==> config.mk <==
export PLATFORM = sky130hd
export DESIGN_NAME = utf8_filename_sanitizer_flat
export DESIGN_NICKNAME = d
export VERILOG_FILES = /design/src/rtl/ufs_pkg.sv /design/src/rtl/ufs_in_if.sv /design/src/rtl/ufs_out_if.sv /design/src/rtl/utf8_filename_sanitizer.sv /design/src/rtl/ufs_front.sv /design/src/rtl/ufs_queue.sv /design/src/rtl/ufs_back.sv /design/src/flat_wrapper.sv
export SDC_FILE = /design/constraint.sdc
export NUM_CORES = 1
export LEC_CHECK = 0
export BUFFER_PORTS_ARGS = -buffer_cell sky130_fd_sc_hd__buf_2
export CAP_MARGIN = 10
export CELL_PAD_IN_SITES_DETAIL_PLACEMENT = 1
export CELL_PAD_IN_SITES_GLOBAL_PLACEMENT = 1
export CORE_MARGIN = 3
export CORE_UTILIZATION = 48
export DETAILED_ROUTE_END_ITERATION = 12
export MAX_ROUTING_LAYER = met4
export PLACE_DENSITY = 0.85
export SLEW_MARGIN = 20
export SYNTH_ARGS = -nofsm -noshare
export SYNTH_HDL_FRONTEND = slang
export SYNTH_SLANG_ARGS = --single-unit
==> constraint.sdc <==
create_clock -name clk_i -period 4.7 [get_ports clk_i]
set_clock_uncertainty 0.2 [all_clocks]
set_input_delay 0.235 -clock clk_i [delete_from_list [all_inputs] [get_ports clk_i]]
set_output_delay 0.235 -clock clk_i [all_outputs]
set_load 0.01 [all_outputs]
==> src/rtl/ufs_pkg.sv <==
package ufs_pkg;

  // Code points with a special meaning for file names, and the thresholds of the UTF-8 encoding lengths.
  localparam logic [20:0] CP_SPACE      = 21'h20;
  localparam logic [20:0] CP_SLASH      = 21'h2F;
  localparam logic [20:0] CP_BACKSLASH  = 21'h5C;
  localparam logic [20:0] CP_UNDERSCORE = 21'h5F;
  localparam logic [20:0] CP_DELETE     = 21'h7F;
  localparam logic [20:0] CP_TWO_BYTE   = 21'h80;
  localparam logic [20:0] CP_THREE_BYTE = 21'h800;
  localparam logic [20:0] CP_FOUR_BYTE  = 21'h10000;

  localparam logic [7:0] BYTE_UNDERSCORE = 8'h5F;
  localparam logic [7:0] LEAD_TWO        = 8'hC0;
  localparam logic [7:0] LEAD_THREE      = 8'hE0;
  localparam logic [7:0] LEAD_FOUR       = 8'hF0;
  localparam logic [7:0] CONT_MARK       = 8'h80;

  localparam int unsigned FallbackLen = 7;
  localparam logic [7:0] FALLBACK_NAME [FallbackLen] = '{
    8'h75, 8'h6E, 8'h6E, 8'h61, 8'h6D, 8'h65, 8'h64
  };

  // One queue entry: the code points decoded from one input item.
  typedef struct packed {
    logic [20:0] cp0;
    logic [20:0] cp1;
    logic [1:0]  ncp;
    logic        last;
  } ufs_entry_t;

  // One result item.
  typedef struct packed {
    logic [7:0] data;
    logic       bv;
    logic       last;
  } ufs_res_t;

  // Sequence length announced by a lead byte, 0 if it cannot lead.
  function automatic logic [2:0] lead_len(logic [7:0] b);
    logic [2:0] len;
    if (!b[7]) begin
      len = 3'd1;
    end else if (b[7:5] == 3'b110) begin
      len = 3'd2;
    end else if (b[7:4] == 4'b1110) begin
      len = 3'd3;
    end else if (b[7:3] == 5'b11110) begin
      len = 3'd4;
    end else begin
      len = 3'd0;
    end
    return len;
  endfunction

  // Code point of a sequence; fin is always its final byte.
  function automatic logic [20:0] cp_of(logic [7:0] lead, logic [7:0] m1,
                                        logic [7:0] m2, logic [7:0] fin,
                                        logic [2:0] len);
    logic [20:0] cp;
    case (len)
      3'd2: cp = {10'd0, lead[4:0], fin[5:0]};
      3'd3: cp = {5'd0, lead[3:0], m1[5:0], fin[5:0]};
      3'd4: cp = {lead[2:0], m1[5:0], m2[5:0], fin[5:0]};
      default: cp = {13'd0, lead};
    endcase
    return cp;
  endfunction

endpackage

==> src/rtl/ufs_in_if.sv <==
interface ufs_in_if;
  logic       valid;
  logic       ready;
  logic [7:0] in_byte;
  logic       in_last;

  modport source (output valid, output in_byte, output in_last, input ready);
  modport sink (input valid, input in_byte, input in_last, output ready);
endinterface

==> src/rtl/ufs_out_if.sv <==
interface ufs_out_if;
  logic       valid;
  logic       ready;
  logic [7:0] out_byte;
  logic       byte_valid;
  logic       out_last;

  modport source (output valid, output out_byte, output byte_valid, output out_last,
                  input ready);
  modport sink (input valid, input out_byte, input byte_valid, input out_last,
                output ready);
endinterface

==> src/rtl/utf8_filename_sanitizer.sv <==
// Turns a byte string into a safe file name. Input items are raw bytes with a
// last marker; the bytes are decoded as lenient UTF-8 (a lead byte takes the
// following bytes as continuation bytes whatever their value), control code
// points, slash, backslash and DEL are dropped, each run of spaces and
// underscores becomes a single underscore with leading and trailing runs
// removed, and the kept code points are re-encoded as UTF-8. Every string is
// closed by an end marker item (byte_valid low, out_last high); a string that
// yields no byte is named "unnamed". The front end decodes and accepts one
// input item per cycle as long as the queue of QueueDepth entries has room.
// The back end sends one result item per cycle into an output register while
// the receiver takes them, and yields no item for a dropped character, space
// or underscore. An end marker goes out alone, or after the fallback name.
// With mostly printable input and a ready receiver the sustained rate is one
// input item per cycle; the queue absorbs the bursts of multi-byte characters
// and end markers, and ready drops only when it fills.
module utf8_filename_sanitizer #(
  parameter int unsigned QueueDepth = 4
) (
  input  logic      clk_i,
  input  logic      rst_ni,
  ufs_in_if.sink    in_chan_i,
  ufs_out_if.source out_chan_o
);
  import ufs_pkg::*;

  // Entries between the decoder and the encoder.
  logic       push, full, pop, empty;
  ufs_entry_t push_entry, pop_entry;

  ufs_front u_front (
    .clk_i     (clk_i),
    .rst_ni    (rst_ni),
    .in_chan_i (in_chan_i),
    .full_i    (full),
    .push_o    (push),
    .entry_o   (push_entry)
  );

  ufs_queue #(
    .Depth (QueueDepth)
  ) u_queue (
    .clk_i   (clk_i),
    .rst_ni  (rst_ni),
    .push_i  (push),
    .entry_i (push_entry),
    .full_o  (full),
    .pop_i   (pop),
    .entry_o (pop_entry),
    .empty_o (empty)
  );

  // The back end owns the separator and empty-name state, so it sees code
  // points strictly in string order no matter how far the front runs ahead.
  ufs_back u_back (
    .clk_i      (clk_i),
    .rst_ni     (rst_ni),
    .empty_i    (empty),
    .entry_i    (pop_entry),
    .pop_o      (pop),
    .out_chan_o (out_chan_o)
  );

endmodule

==> src/rtl/ufs_front.sv <==
module ufs_front (
  input  logic                clk_i,
  input  logic                rst_ni,
  ufs_in_if.sink              in_chan_i,
  input  logic                full_i,
  output logic                push_o,
  output ufs_pkg::ufs_entry_t entry_o
);
  import ufs_pkg::*;

  logic [7:0] held_q [3];
  logic [7:0] held_d [3];
  logic [1:0] cnt_q, cnt_d;
  logic [2:0] need_q, need_d;
  logic       accept;
  logic [7:0] b;
  logic [2:0] blen, xlen;
  logic       complete;

  assign in_chan_i.ready = !full_i;
  assign accept = in_chan_i.valid && !full_i;
  assign b = in_chan_i.in_byte;
  assign blen = lead_len(b);
  assign xlen = lead_len(held_q[1]);
  assign complete = (cnt_q != 2'd0) && (({1'b0, cnt_q} + 3'd1) >= need_q);

  always_comb begin
    held_d = held_q;
    cnt_d = cnt_q;
    need_d = need_q;
    entry_o = '{cp0: '0, cp1: '0, ncp: 2'd0, last: in_chan_i.in_last};
    if (in_chan_i.in_last) begin
      cnt_d = 2'd0;
      need_d = 3'd0;
      if (cnt_q == 2'd0) begin
        if (blen == 3'd1) begin
          entry_o.cp0 = {13'd0, b};
          entry_o.ncp = 2'd1;
        end
      end else if (complete) begin
        entry_o.cp0 = cp_of(held_q[0], held_q[1], held_q[2], b, need_q);
        entry_o.ncp = 2'd1;
      end else if (cnt_q == 2'd1) begin
        // The cut-off lead is skipped; the final byte stands alone.
        if (blen == 3'd1) begin
          entry_o.cp0 = {13'd0, b};
          entry_o.ncp = 2'd1;
        end
      end else begin
        // Two bytes remain after the skipped lead.
        if (xlen == 3'd1) begin
          entry_o.cp0 = {13'd0, held_q[1]};
          entry_o.ncp = 2'd1;
          if (blen == 3'd1) begin
            entry_o.cp1 = {13'd0, b};
            entry_o.ncp = 2'd2;
          end
        end else if (xlen == 3'd2) begin
          entry_o.cp0 = cp_of(held_q[1], 8'd0, 8'd0, b, 3'd2);
          entry_o.ncp = 2'd1;
        end else if (blen == 3'd1) begin
          entry_o.cp0 = {13'd0, b};
          entry_o.ncp = 2'd1;
        end
      end
    end else if (cnt_q == 2'd0) begin
      if (blen == 3'd1) begin
        entry_o.cp0 = {13'd0, b};
        entry_o.ncp = 2'd1;
      end else if (blen != 3'd0) begin
        held_d[0] = b;
        cnt_d = 2'd1;
        need_d = blen;
      end
    end else if (complete) begin
      entry_o.cp0 = cp_of(held_q[0], held_q[1], held_q[2], b, need_q);
      entry_o.ncp = 2'd1;
      cnt_d = 2'd0;
      need_d = 3'd0;
    end else begin
      held_d[cnt_q] = b;
      cnt_d = cnt_q + 2'd1;
    end
  end

  assign push_o = accept && (in_chan_i.in_last || (entry_o.ncp != 2'd0));

  always_ff @(posedge clk_i or negedge rst_ni) begin
    if (!rst_ni) begin
      cnt_q <= 2'd0;
      need_q <= 3'd0;
    end else if (accept) begin
      cnt_q <= cnt_d;
      need_q <= need_d;
    end
  end

  always_ff @(posedge clk_i) begin
    if (accept) begin
      held_q <= held_d;
    end
  end

  a_held_short: assert property (@(posedge clk_i) disable iff (!rst_ni)
    (cnt_q != 2'd0) |-> (({1'b0, cnt_q} < need_q) && (need_q >= 3'd2)))
    else $error("held sequence is not shorter than its announced length");
  a_last_clears: assert property (@(posedge clk_i) disable iff (!rst_ni)
    (accept && in_chan_i.in_last) |=> (cnt_q == 2'd0))
    else $error("held bytes survive the end of a string");
  a_last_pushes: assert property (@(posedge clk_i) disable iff (!rst_ni)
    (accept && in_chan_i.in_last) |-> push_o)
    else $error("end of a string did not reach the queue");

endmodule

==> src/rtl/ufs_queue.sv <==
module ufs_queue #(
  parameter int unsigned Depth = 4
) (
  input  logic                clk_i,
  input  logic                rst_ni,
  input  logic                push_i,
  input  ufs_pkg::ufs_entry_t entry_i,
  output logic                full_o,
  input  logic                pop_i,
  output ufs_pkg::ufs_entry_t entry_o,
  output logic                empty_o
);
  import ufs_pkg::*;

  localparam int unsigned PtrW = $clog2(Depth);
  localparam int unsigned CntW = $clog2(Depth + 1);

  ufs_entry_t      mem_q [Depth];
  logic [PtrW-1:0] wr_q, rd_q;
  logic [CntW-1:0] cnt_q;

  assign full_o = (cnt_q == CntW'(Depth));
  assign empty_o = (cnt_q == '0);
  assign entry_o = mem_q[rd_q];

  always_ff @(posedge clk_i or negedge rst_ni) begin
    if (!rst_ni) begin
      wr_q <= '0;
      rd_q <= '0;
      cnt_q <= '0;
    end else begin
      if (push_i) begin
        wr_q <= (wr_q == PtrW'(Depth - 1)) ? '0 : wr_q + PtrW'(1);
      end
      if (pop_i) begin
        rd_q <= (rd_q == PtrW'(Depth - 1)) ? '0 : rd_q + PtrW'(1);
      end
      if (push_i && !pop_i) begin
        cnt_q <= cnt_q + CntW'(1);
      end else if (pop_i && !push_i) begin
        cnt_q <= cnt_q - CntW'(1);
      end
    end
  end

  always_ff @(posedge clk_i) begin
    if (push_i) begin
      mem_q[wr_q] <= entry_i;
    end
  end

  a_no_overflow: assert property (@(posedge clk_i) disable iff (!rst_ni)
    !(push_i && full_o))
    else $error("push into a full queue");
  a_no_underflow: assert property (@(posedge clk_i) disable iff (!rst_ni)
    !(pop_i && empty_o))
    else $error("pop from an empty queue");
  a_count_bound: assert property (@(posedge clk_i) disable iff (!rst_ni)
    cnt_q <= CntW'(Depth))
    else $error("queue count beyond depth");

endmodule

==> src/rtl/ufs_back.sv <==
module ufs_back (
  input  logic                clk_i,
  input  logic                rst_ni,
  input  logic                empty_i,
  input  ufs_pkg::ufs_entry_t entry_i,
  output logic                pop_o,
  ufs_out_if.source           out_chan_o
);
  import ufs_pkg::*;

  ufs_entry_t  cur_q;
  logic        cur_valid_q, cur_valid_d;
  logic [1:0]  unit_q, unit_d;
  logic [2:0]  idx_q, idx_d;
  logic        upend_q, upend_d;
  logic        emitted_q, emitted_d;
  logic        out_valid_q, out_valid_d;
  ufs_res_t    out_q;

  logic [20:0] cp;
  logic        is_cp, drop, space;
  logic [7:0]  enc [4];
  logic [3:0]  enc_n, n;
  ufs_res_t    seq [8];
  logic        out_free, step, finish, more, load;
  logic [1:0]  unit_nxt;

  assign cp = unit_q[0] ? cur_q.cp1 : cur_q.cp0;
  assign is_cp = unit_q < cur_q.ncp;
  assign drop = (cp < CP_SPACE) || (cp == CP_SLASH) || (cp == CP_BACKSLASH)
             || (cp == CP_DELETE);
  assign space = (cp == CP_SPACE) || (cp == CP_UNDERSCORE);

  // UTF-8 encoding of the current code point.
  always_comb begin
    enc = '{default: '0};
    if (cp < CP_TWO_BYTE) begin
      enc[0] = cp[7:0];
      enc_n = 4'd1;
    end else if (cp < CP_THREE_BYTE) begin
      enc[0] = LEAD_TWO | {3'd0, cp[10:6]};
      enc[1] = CONT_MARK | {2'd0, cp[5:0]};
      enc_n = 4'd2;
    end else if (cp < CP_FOUR_BYTE) begin
      enc[0] = LEAD_THREE | {4'd0, cp[15:12]};
      enc[1] = CONT_MARK | {2'd0, cp[11:6]};
      enc[2] = CONT_MARK | {2'd0, cp[5:0]};
      enc_n = 4'd3;
    end else begin
      enc[0] = LEAD_FOUR | {5'd0, cp[20:18]};
      enc[1] = CONT_MARK | {2'd0, cp[17:12]};
      enc[2] = CONT_MARK | {2'd0, cp[11:6]};
      enc[3] = CONT_MARK | {2'd0, cp[5:0]};
      enc_n = 4'd4;
    end
  end

  // Result items of the current unit, in order.
  always_comb begin
    seq = '{default: '0};
    n = 4'd0;
    if (!is_cp) begin
      if (!emitted_q) begin
        for (int k = 0; k < FallbackLen; k++) begin
          seq[k] = '{data: FALLBACK_NAME[k], bv: 1'b1, last: 1'b0};
        end
        seq[FallbackLen] = '{data: 8'd0, bv: 1'b0, last: 1'b1};
        n = 4'd8;
      end else begin
        seq[0] = '{data: 8'd0, bv: 1'b0, last: 1'b1};
        n = 4'd1;
      end
    end else if (!drop && !space) begin
      if (upend_q) begin
        seq[0] = '{data: BYTE_UNDERSCORE, bv: 1'b1, last: 1'b0};
        for (int k = 0; k < 4; k++) begin
          seq[k+1] = '{data: enc[k], bv: 1'b1, last: 1'b0};
        end
        n = enc_n + 4'd1;
      end else begin
        for (int k = 0; k < 4; k++) begin
          seq[k] = '{data: enc[k], bv: 1'b1, last: 1'b0};
        end
        n = enc_n;
      end
    end
  end

  assign out_free = !out_valid_q || out_chan_o.ready;
  assign step = cur_valid_q && ((n == 4'd0) || out_free);
  assign finish = step && ((n == 4'd0) || (({1'b0, idx_q} + 4'd1) == n));
  assign unit_nxt = unit_q + 2'd1;
  assign more = is_cp && ((unit_nxt < cur_q.ncp) || cur_q.last);
  assign load = !empty_i && (!cur_valid_q || (finish && !more));
  assign pop_o = load;

  always_comb begin
    cur_valid_d = cur_valid_q;
    unit_d = unit_q;
    idx_d = idx_q;
    upend_d = upend_q;
    emitted_d = emitted_q;
    out_valid_d = out_valid_q && !out_chan_o.ready;
    if (step && (n != 4'd0)) begin
      out_valid_d = 1'b1;
    end
    if (step && !finish) begin
      idx_d = idx_q + 3'd1;
    end
    if (finish) begin
      idx_d = 3'd0;
      if (!is_cp) begin
        upend_d = 1'b0;
        emitted_d = 1'b0;
      end else if (space) begin
        upend_d = upend_q || emitted_q;
      end else if (!drop) begin
        upend_d = 1'b0;
        emitted_d = 1'b1;
      end
      if (more) begin
        unit_d = unit_nxt;
      end else begin
        cur_valid_d = 1'b0;
      end
    end
    if (load) begin
      cur_valid_d = 1'b1;
      unit_d = 2'd0;
      idx_d = 3'd0;
    end
  end

  always_ff @(posedge clk_i or negedge rst_ni) begin
    if (!rst_ni) begin
      cur_valid_q <= 1'b0;
      unit_q <= 2'd0;
      idx_q <= 3'd0;
      upend_q <= 1'b0;
      emitted_q <= 1'b0;
      out_valid_q <= 1'b0;
    end else begin
      cur_valid_q <= cur_valid_d;
      unit_q <= unit_d;
      idx_q <= idx_d;
      upend_q <= upend_d;
      emitted_q <= emitted_d;
      out_valid_q <= out_valid_d;
    end
  end

  always_ff @(posedge clk_i) begin
    if (load) begin
      cur_q <= entry_i;
    end
    if (step && (n != 4'd0)) begin
      out_q <= seq[idx_q];
    end
  end

  assign out_chan_o.valid = out_valid_q;
  assign out_chan_o.out_byte = out_q.data;
  assign out_chan_o.byte_valid = out_q.bv;
  assign out_chan_o.out_last = out_q.last;

  a_end_unit_has_last: assert property (@(posedge clk_i) disable iff (!rst_ni)
    (cur_valid_q && (unit_q >= cur_q.ncp)) |-> cur_q.last)
    else $error("end unit reached in an entry without an end marker");
  a_marker_resets: assert property (@(posedge clk_i) disable iff (!rst_ni)
    (step && (n != 4'd0) && seq[idx_q].last) |=> (!emitted_q && !upend_q))
    else $error("name state survives the end marker");
  a_pending_needs_emit: assert property (@(posedge clk_i) disable iff (!rst_ni)
    upend_q |-> emitted_q)
    else $error("separator pending before any byte of the name");
  a_marker_shape: assert property (@(posedge clk_i) disable iff (!rst_ni)
    out_valid_q |-> (out_q.bv != out_q.last))
    else $error("result item is neither data nor end marker");

endmodule

==> src/flat_wrapper.sv <==
// flat-port wrapper written by rule: the top's interface ports become plain ports
module utf8_filename_sanitizer_flat import ufs_pkg::*;
#(
  parameter int unsigned QueueDepth = 4
)
  (clk_i, rst_ni, in_chan_i_valid, in_chan_i_in_byte, in_chan_i_in_last, in_chan_i_ready, out_chan_o_valid, out_chan_o_out_byte, out_chan_o_byte_valid, out_chan_o_out_last, out_chan_o_ready);
  ufs_in_if in_chan_i_i ();
  ufs_out_if out_chan_o_i ();
  input  logic clk_i;
  input  logic rst_ni;
  input wire logic [$bits(in_chan_i_i.valid)-1:0] in_chan_i_valid;
  input wire logic [$bits(in_chan_i_i.in_byte)-1:0] in_chan_i_in_byte;
  input wire logic [$bits(in_chan_i_i.in_last)-1:0] in_chan_i_in_last;
  output wire logic [$bits(in_chan_i_i.ready)-1:0] in_chan_i_ready;
  output wire logic [$bits(out_chan_o_i.valid)-1:0] out_chan_o_valid;
  output wire logic [$bits(out_chan_o_i.out_byte)-1:0] out_chan_o_out_byte;
  output wire logic [$bits(out_chan_o_i.byte_valid)-1:0] out_chan_o_byte_valid;
  output wire logic [$bits(out_chan_o_i.out_last)-1:0] out_chan_o_out_last;
  input wire logic [$bits(out_chan_o_i.ready)-1:0] out_chan_o_ready;
  assign in_chan_i_i.valid = in_chan_i_valid;
  assign in_chan_i_i.in_byte = in_chan_i_in_byte;
  assign in_chan_i_i.in_last = in_chan_i_in_last;
  assign in_chan_i_ready = in_chan_i_i.ready;
  assign out_chan_o_valid = out_chan_o_i.valid;
  assign out_chan_o_out_byte = out_chan_o_i.out_byte;
  assign out_chan_o_byte_valid = out_chan_o_i.byte_valid;
  assign out_chan_o_out_last = out_chan_o_i.out_last;
  assign out_chan_o_i.ready = out_chan_o_ready;
  utf8_filename_sanitizer #(.QueueDepth(QueueDepth)) u_core (.clk_i(clk_i), .rst_ni(rst_ni), .in_chan_i(in_chan_i_i), .out_chan_o(out_chan_o_i));
endmodule
==> results.md <==
- Outcome: complete, no violations
- Critical path's most frequent cell: nand2_1
- RSZ-0062 raised after global routing: false
- Buffers on Ports: 24
- Final period util: 95.1%
- Crit-path cells: or4_4, or3_4, or2_1, nand2_1, ha_1, nand2_1, xnor2_1, and3_1, o2bb2ai_1, a21oi_2, a2111oi_4, o21a_4, inv_2, ha_2, inv_1, fa_1, mux2_2
- Core Util, Final: 56.1%
- Reg2Reg Launch Point: u_core.u_back.cur_q[44]
- GR Util met2: 43.5%
- Num Clock Sinks: 213
- Main synth FF type: edfxtp_1
- Layout fillers: 2024
- # rows: 52
- Routability cong.: 0.904
- Power Dens Cells: 617 mW/mm²
- Startpoint Class: flop
- Router iterations before antenna repair: 5
- Leakage: 4.04 nW
- Number of global-route vias before repair: 7078
- Total grt overflow: 0
- Grt met3 use: 2.91%
- Hold Vio Cnt, Final: 0
- GR peak layer: met2
- Avg Cell Area, Syn: 13.8 µm²
- Share of cells above drive strength 1: 19.1%
- Crit path from: u_core.u_back.cur_q[44]
- Clock slew at reported path FFs: 0.07 ns
- Synthesis Warnings: 0
- Slew headroom: 41.0%
- Post-synth EDFFs: 192
- Total Wirelength: 26.7 mm
- Yosys cell types: 86
- CTS root buf: clkbuf_16
- # DRC: 0
- Vias: 6707
- N_diodes: 0
- Max Buffers Root-to-Sink: 3
- GR Util All Layers: 24.5%
- Total CTS buffers: 22
- Reg2reg path depth: 17
- Die ar.: 0.0230 mm²
- Arrival time at the worst endpoint: 4.66 ns
- Slowest CP cell: or4_4
- Most frequent cells in the layout: edfxtp_1 (192), nor2_1 (61), nand2_1 (45)
- CTS H-tree lvls: 1
- Yosys reg bits: 213
- Layout overhead on the synthesized area: 13.4%
- Critical Path Fanout Max: 6
- Initial antenna violation count: 0
- Register area share after synthesis: 61.8%
- Minimum clock period after layout: 4.47 ns
- F_max: 224 MHz
- Worst Path Required: 4.89 ns
- Chip width: 152 µm
- Post-synth ARST share: 9.86%
- Maximum vdd drop: 0.000347 V
- CTS tree: yes
- Worst hold-check path type: input port to async pin
- First-pass GRT wire length: 41.6 mm
- Placed cell count: 1026
- Max cap viols: 0
- Vias per cell: 6.23
- Post-CTS setup buffers: 0
- Largest net degree at the start of global routing: 35
- Antenna Nets Post-Route: 0
- Flip-flop and latch area: 0.00629 mm²
- Post-synthesis cell count: 736
- Mapped cell area: 0.0102 mm²
- Met1 Use GR: 30.8%
- Final setup viols: 0
- IO Pins: 25
- Drt initial violations: 549
- Max incr delay on CP: 0.59 ns
- Multi-input gate area: 0.00365 mm²
- Final non-filler cell total: 1077
- Clock Latency Late Sink: 0.52 ns
- Starting Density: 49.5%
- Final Slew Violations: 0
- Commonest non-fill, non-tap cell in the layout: edfxtp_1
- Dpl hpwl: 18.7 mm
- Worst Setup End Kind: flop
- Routed length per instance: 24.8 µm
- Worst Setup Path Type: flop to flop
- Worst-Margin Slew: 0.879 ns
- Core box area: 0.0206 mm²
- Nets: 822
- Die Height: 152 µm
-- layer usage --
| layer | part of all wire, % | routed length, µm |
|---|---|---|
| met5 | 0 | 0 |
| met4 | 1.4 | 380 |
| met1 | 41 | 11000 |
| met3 | 3.7 | 994 |
| met2 | 54 | 14300 |
-- layout make-up --
cell class,count,share of cell area [%]
flip-flops and latches,213,54.5
multi-input cells,465,31.6
clock buffers,33,5.30
repair buffers,68,4.14
well taps,270,2.93
clock inverters,7,0.781
inverters,21,0.683
-- kinds of logic (layout without fill, tap and decap cells) --
kind of cell | after synthesis | after routing | synth area share, %
flip-flops | 213 | 213 | 61.8
AND/OR/NAND/NOR | 208 | 208 | 10.4
AO/OA/AOI/OAI | 173 | 173 | 12.7
buffers and inverters | 61 | 129 | 2.52
multiplexers | 51 | 51 | 9.28
adder cells (fa/ha/maj) | 18 | 18 | 2.29
XOR/XNOR | 11 | 11 | 1.02
other | 1 | 4 | 0.0368
-- stage by stage --
| stage | TNS [ns] | setup WS [ns] | hold WS [ns] | instance area [µm²] | power [W] |
|---|---|---|---|---|---|
| after floorplan | -0.0743 | -0.0743 | -0.261 | 10200 | 0.00460 |
| after global placement | 0 | 0.379 | 0.0396 | 10700 | 0.00526 |
| after detailed placement | 0 | 0.145 | 0.0585 | 10700 | 0.00542 |
| after CTS | 0 | 0.152 | 0.0455 | 11500 | 0.00714 |
| after global routing | 0 | 0.0329 | 0.101 | 11500 | 0.00750 |
| final | 0 | 0.232 | 0.0567 | 11500 | 0.00712 |
-- sequential cells by signal, summed over array words and instances, names as in the netlist --
signal	count
u_core.u_back.idx_q	3
u_core.u_back.out_chan_o.byte_valid	1
u_core.u_back.upend_q	1
u_core.u_back.emitted_q	1
u_core.u_back.cur_q	32
u_core.u_queue.mem_q	128
u_core.u_queue.wr_q	2
u_core.u_back.out_chan_o.out_byte	8
u_core.u_back.out_chan_o.out_last	1
u_core.u_queue.cnt_q	3
u_core.u_back.out_chan_o.valid	1
u_core.u_front.cnt_q	2
u_core.u_front.need_q	3
u_core.u_front.held_q	22
u_core.u_back.unit_q	2
u_core.u_back.cur_valid_q	1
u_core.u_queue.rd_q	2
-- timing repair --
item | CTS | global route
endpoints found under the hold margin | 52 | 0
setup endpoints to repair | 0 | 2
resized for setup | 0 | 3
hold buffers | 11 | 0
-- cells in the mapped netlist (all sizes together) (7+ instances only) --
library cell | number | area share [%]
edfxtp | 192 | 57
nor2 | 63 | 2.4
nand2 | 45 | 1.7
o21ai | 39 | 1.9
mux4 | 33 | 7.3
clkbuf | 28 | 1.0
and2 | 23 | 1.4
a21oi | 21 | 1.0
dfrtp | 21 | 5.2
inv | 21 | 0.77
ha | 17 | 2.1
nand3 | 17 | 0.89
a22oi | 15 | 1.1
buf | 12 | 0.71
a22o | 11 | 0.95
nor3 | 11 | 0.54
and3 | 10 | 0.61
mux2i | 10 | 1.0
nand2b | 9 | 0.55
mux2 | 8 | 0.96
o22ai | 8 | 0.55
a221o | 7 | 0.69
xnor2 | 7 | 0.68
-- path summary, 6_finish.rpt --
path / end / slack [ns]
max in group asynchronous: u_core.u_queue.rd_q[0] / 3.82
worst max-delay path: u_core.u_queue.cnt_q[1] / 0.23
worst min-delay path: u_core.u_back.out_chan_o.valid / 0.06
worst min register to register: u_core.u_queue.cnt_q[2] / 0.31
min in group clk_i: u_core.u_front.cnt_q[1] / 0.06
worst max register to register: u_core.u_queue.cnt_q[1] / 0.23
-- power breakdown --
part,switching [W],leakage (nW),internal (W)
Clock,0.000718,0.335,0.000965
Combinational,0.00153,1.67,0.00105
Sequential,0.000258,2.04,0.00259
-- worst max-delay path: cells and delay by family, from the launching register on --
kind                       cells  cell delay, ns
AOI/OAI and AO/OA              4            0.78
xor gates and xnor gates       1            0.23
adders and majority gates      3            0.76
buffers and inverters          2            0.09
DFF                            1            0.41
muxes                          1            0.27
and+or+nand+nor                6            1.61
No activity file was read; power rests on OpenSTA's default activity.
